==> config.mk <==
export PLATFORM = sky130hd
export DESIGN_NAME = thi_fifo
export DESIGN_NICKNAME = d
export VERILOG_FILES = /design/src/hw/rtl/triangle_height_interpolator_top_defines.svh /design/src/hw/rtl/thi_fifo.sv
export SDC_FILE = /design/constraint.sdc
export NUM_CORES = 1
export LEC_CHECK = 0
export ABC_AREA = 1
export ABC_CLOCK_PERIOD_IN_PS = 4300
export BUFFER_PORTS_ARGS = -buffer_cell sky130_fd_sc_hd__buf_2
export CAP_MARGIN = 20
export CORE_MARGIN = 2
export CORE_UTILIZATION = 59
export DETAILED_ROUTE_END_ITERATION = 8
export PLACE_DENSITY = 0.82
export SLEW_MARGIN = 0
export SYNTH_ARGS = -nofsm -noshare
export SYNTH_HDL_FRONTEND = slang
export SYNTH_SLANG_ARGS = --single-unit
export TNS_END_PERCENT = 50
==> constraint.sdc <==
create_clock -name clk -period 4.3 [get_ports clk]
set_input_delay 1.29 -clock clk [delete_from_list [all_inputs] [get_ports clk]]
set_output_delay 1.29 -clock clk [all_outputs]
set_load 0.02 [all_outputs]
==> src/hw/rtl/triangle_height_interpolator_top_defines.svh <==
// Assertion macros for the triangle height interpolator.
// Used by the top level only; expects clk and rst_n in scope.
`ifndef TRIANGLE_HEIGHT_INTERPOLATOR_TOP_DEFINES_SVH
`define TRIANGLE_HEIGHT_INTERPOLATOR_TOP_DEFINES_SVH

// same-cycle implication
`define THI_ASSERT_IMP(label, ante, cons) \
  label: assert property (@(posedge clk) disable iff (!rst_n) (ante) |-> (cons)) \
    else $error("thi assertion failed");

// next-cycle implication
`define THI_ASSERT_NXT(label, ante, cons) \
  label: assert property (@(posedge clk) disable iff (!rst_n) (ante) |=> (cons)) \
    else $error("thi assertion failed");

`endif

==> src/hw/rtl/thi_fifo.sv <==
// Small register queue between front and back end.
// No dependencies.
`default_nettype none
module thi_fifo #(
  parameter int WIDTH = 8,
  parameter int DEPTH = 4
) (
  input  logic                       clk,
  input  logic                       rst_n,
  input  logic                       push,
  input  logic [WIDTH-1:0]           push_data,
  input  logic                       pop,
  output logic [WIDTH-1:0]           pop_data,
  output logic                       empty,
  output logic                       full,
  output logic [$clog2(DEPTH+1)-1:0] count
);

  localparam int AW = $clog2(DEPTH);
  localparam int CW = $clog2(DEPTH + 1);

  logic [WIDTH-1:0] mem_r [DEPTH];
  logic [AW-1:0]    wr_ptr_r, wr_ptr_nxt;
  logic [AW-1:0]    rd_ptr_r, rd_ptr_nxt;
  logic [CW-1:0]    count_r, count_nxt;
  logic             do_push, do_pop;

  assign do_push = push && !full;
  assign do_pop  = pop && !empty;

  always_comb begin
    wr_ptr_nxt = wr_ptr_r;
    rd_ptr_nxt = rd_ptr_r;
    count_nxt  = count_r;
    if (do_push) begin
      wr_ptr_nxt = (wr_ptr_r == AW'(DEPTH - 1)) ? '0 : wr_ptr_r + AW'(1);
    end
    if (do_pop) begin
      rd_ptr_nxt = (rd_ptr_r == AW'(DEPTH - 1)) ? '0 : rd_ptr_r + AW'(1);
    end
    if (do_push && !do_pop) begin
      count_nxt = count_r + CW'(1);
    end else if (do_pop && !do_push) begin
      count_nxt = count_r - CW'(1);
    end
  end

  always_ff @(posedge clk) begin
    if (do_push) begin
      mem_r[wr_ptr_r] <= push_data;
    end
  end

  always_ff @(posedge clk) begin
    if (!rst_n) begin
      wr_ptr_r <= '0;
      rd_ptr_r <= '0;
      count_r  <= '0;
    end else begin
      wr_ptr_r <= wr_ptr_nxt;
      rd_ptr_r <= rd_ptr_nxt;
      count_r  <= count_nxt;
    end
  end

  assign pop_data = mem_r[rd_ptr_r];
  assign empty    = (count_r == '0);
  assign full     = (count_r == CW'(DEPTH));
  assign count    = count_r;

endmodule
`default_nettype wire

==> Flow_metrics.wiki <==
{| class="wikitable"
! Metric !! Value
|-
| Number of optimization iterations in the first detailed-route pass || 4
|-
| Crit path capture || pop_data[0]
|-
| Fraction of final layout cells sized beyond drive strength 1 || 19.7%
|-
| Multi-input combinational cell area || around 460 um^2
|-
| Sequential cell area || approximately 1100 um^2
|-
| Post-layout net count || 196
|-
| Max transition margin || 44.7%
|-
| Period Utilization, post-route || 72.2%
|-
| Clock tree buffer depth || 2
|-
| Power Dens Cells || 615 nW/um^2
|-
| Antenna violations before repair || 0
|-
| Via-per-instance ratio || 5.33
|-
| Cell Rows || 19
|-
| Global-route wire length before repair || 4.82 mm
|-
| DRC violation count after routing || 0
|-
| Starting utilization of the core area || 61.9%
|-
| Crit Path Max Fanout || 17
|-
| Maximum Capacitance Violations || 0
|-
| Ant. Diodes || 0
|-
| Setup repair after global routing missed its margin || false
|-
| Avg Inst Size Synth || 11.4 um^2
|-
| Area of the mapped netlist || 1690 um^2
|-
| Static Leak || slightly below 0.8 nW
|-
| Die width || 57.6 um
|-
| TritonCTS clock tree || yes
|-
| Layout fillers || 205
|-
| Number of buffers inserted to repair setup after CTS || 0
|-
| Setup slack of the most critical reg-to-reg path || 2.42 ns
|-
| Clock latency on the worst-skew pair || roughly 0.34 ns
|-
| Final estimated routing congestion in global placement || 0.730
|-
| Worst R2R Path Depth || 9
|-
| Number of setup violations in the final report || 0
|-
| Crit end category || output port
|-
| Critical path data required time || around 3 ns
|-
| Remaining Overflow, GRT || 0
|-
| Num CTS Buffers || 5
|-
| Post-cts sizing count || 0
|-
| Root buf cell || clkbuf_4
|-
| Worst slew pin tran || roughly 0.83 ns
|-
| Area growth from synthesis to layout || 11.5%
|-
| Via count of the first global-routing pass || roughly 1100
|-
| Via count || around 1100
|-
| Number of cells in the finished layout apart from fillers || 209
|-
| Count of mapped cells out of synthesis || around 150
|-
| Top-level I/O count || 25
|-
| Chip Height || 57.6 um
|-
| Count of buffers inserted at the top-level ports || 24
|-
| Maximum number of pins on one net before global-route repair || 18
|-
| Clock-pin slew of the registers on the worst-case setup and hold paths || 0.11 ns
|-
| Max Clock Freq || ~0.32 GHz
|-
| Flip-flop and latch count after synthesis || ~40
|-
| Startpoint kind of the worst setup timing path || register
|-
| # clock sinks || 41
|-
| Number of levels in the clock H-tree || 2
|-
| Synthesized net count || 167
|-
| Die Area || 3310 um^2
|-
| Arr. time, crit path || between 1.5 and 2 ns
|-
| Detailed Route Iter0 Violations || 46
|-
| End of the worst register-to-register path || count[1]
|-
| Cell count after placement || 201
|-
| Half-perimeter wire length of the detailed placement result || 2.01 mm
|-
| Global router's overall resource usage || between 20% and 30%
|-
| Worst flop-to-flop path startpoint || count[1]
|-
| Sequential share of the synthesized area || between 60% and 70%
|-
| Path type of the worst min-delay path || register to register
|-
| Class of the most critical setup path || register to output port
|-
| Count of unique library cells instantiated by Yosys || 18
|-
| Outcome || completed
|-
| Shortest period the worst path allows || 3.11 ns
|-
| Final Skew || 0.00725 ns
|-
| Warnings from Yosys || 0
|-
| Slew Viols, Final || 0
|-
| VDD IR max || about 0.49 mV
|-
| Number of nets still failing antenna checks after routing || 0
|-
| Routed wire length || 2.89 mm
|-
| Cts hold-fix bufs || 0
|-
| Setup total negative slack || 0 ns
|-
| Routed WL per cell || 13.8 um
|-
| Count of final hold-check violations || 0
|-
| Core area || 2730 um^2
|}
[worst min path at each step]
stage / start / cells past startpoint / end
6_report: count[0] / 2 / count[0]
5_1_grt: rd_ptr_r[1] / 4 / rd_ptr_r[1]
4_1_cts: count[0] / 2 / count[0]
3_5_place_dp: count[0] / 2 / count[0]
3_3_place_gp: count[0] / 2 / count[0]
2_1_floorplan: rd_ptr_r[1] / 4 / register
[cells in the mapped netlist, drive strengths merged]
master  instances  area (um^2)
buf             2         22.5
fa              1         20.0
nor2           33          124
inv            19         71.3
nand2          15         58.8
a21oi           2         10.0
dfxtp           9          180
nand3b          1         7.51
edfxtp         32          961
o22ai           8         50.1
nand3           1         5.00
nand4           1         6.26
o21ai          18          101
ha              6         75.1
[where the power goes]
group / internal [mW] / total [mW] / leakage (nW) / switching, mW
clock network: 0.0807 / 0.191 / 0.0326 / 0.111
logic: 0.142 / 0.425 / 0.379 / 0.283
registers: 0.493 / 0.544 / 0.368 / 0.0510
[layout by cell type (no fill, tap or decap)]
master	Yosys	routed
clkbuf_8	0	1
nand3_1	1	1
a21oi_1	2	2
ha_1	6	6
nand2_1	14	14
o22ai_1	8	8
nand2_2	1	1
clkbuf_4	0	5
nor2_1	33	33
o21ai_0	14	14
nand3b_1	1	1
inv_1	18	18
o21ai_2	3	3
nand4_1	1	1
edfxtp_1	32	32
fa_1	1	1
o21ai_1	1	1
inv_2	1	1
dfxtp_1	9	9
buf_2	0	24
clkbuf_1	0	2
[final cells by class]
type / count / share of cell area, %
clock buffer: 8 / 3.11
inverter: 19 / 3.78
multi-input combinational: 86 / 24.3
sequential: 41 / 60.4
tap: 31 / 2.05
timing repair buffer: 24 / 6.36
[per-stage QoR]
step | cell area (um^2) | power [mW] | hold slack (ns) | setup WS, ns | util (%)
after global routing | 1890 | 1.24 | 0.584 | 0.945 | 69.1
final | 1890 | 1.16 | 0.531 | 1.19 | 69.1
after floorplan | 1690 | 0.856 | 0.501 | 1.89 | -
after detailed placement | 1830 | 0.982 | 0.517 | 1.57 | 66.9
after global placement | 1830 | 0.956 | 0.507 | 1.69 | 66.9
after CTS | 1890 | 1.17 | 0.532 | 1.17 | 69.1
[logic make-up after synthesis]
kind of cell,count (synthesis),synth area share (%)
adder cells (fa/ha/maj),7,5.62
flip-flops,41,67.4
AO/OA/AOI/OAI,28,9.53
buffers and inverters,21,5.54
AND/OR/NAND/NOR,51,11.9
[per-layer routing]
layer | track usage [%] | up-vias | routed length [um]
li1 | - | 560 | -
met1 | 22.0 | 530 | 1180
met2 | 35.6 | 20 | 1530
met3 | 6.35 | 5 | 121
met4 | 8.97 | 0 | 59
met5 | 0 | - | 0
[critical path, stage by stage (launching register included)]
cell and delay, ns:
dfxtp_1 0.68, inv_2 0.25, o21ai_0 0.27, o22ai_1 0.10, buf_2 0.17
[state kept, by name, summed over array words and instances (netlist names), named ones only]
name and cells:
mem_r 32, count 3, rd_ptr_r 2, wr_ptr_r 2
No activity file was read; power rests on OpenSTA's default activity.
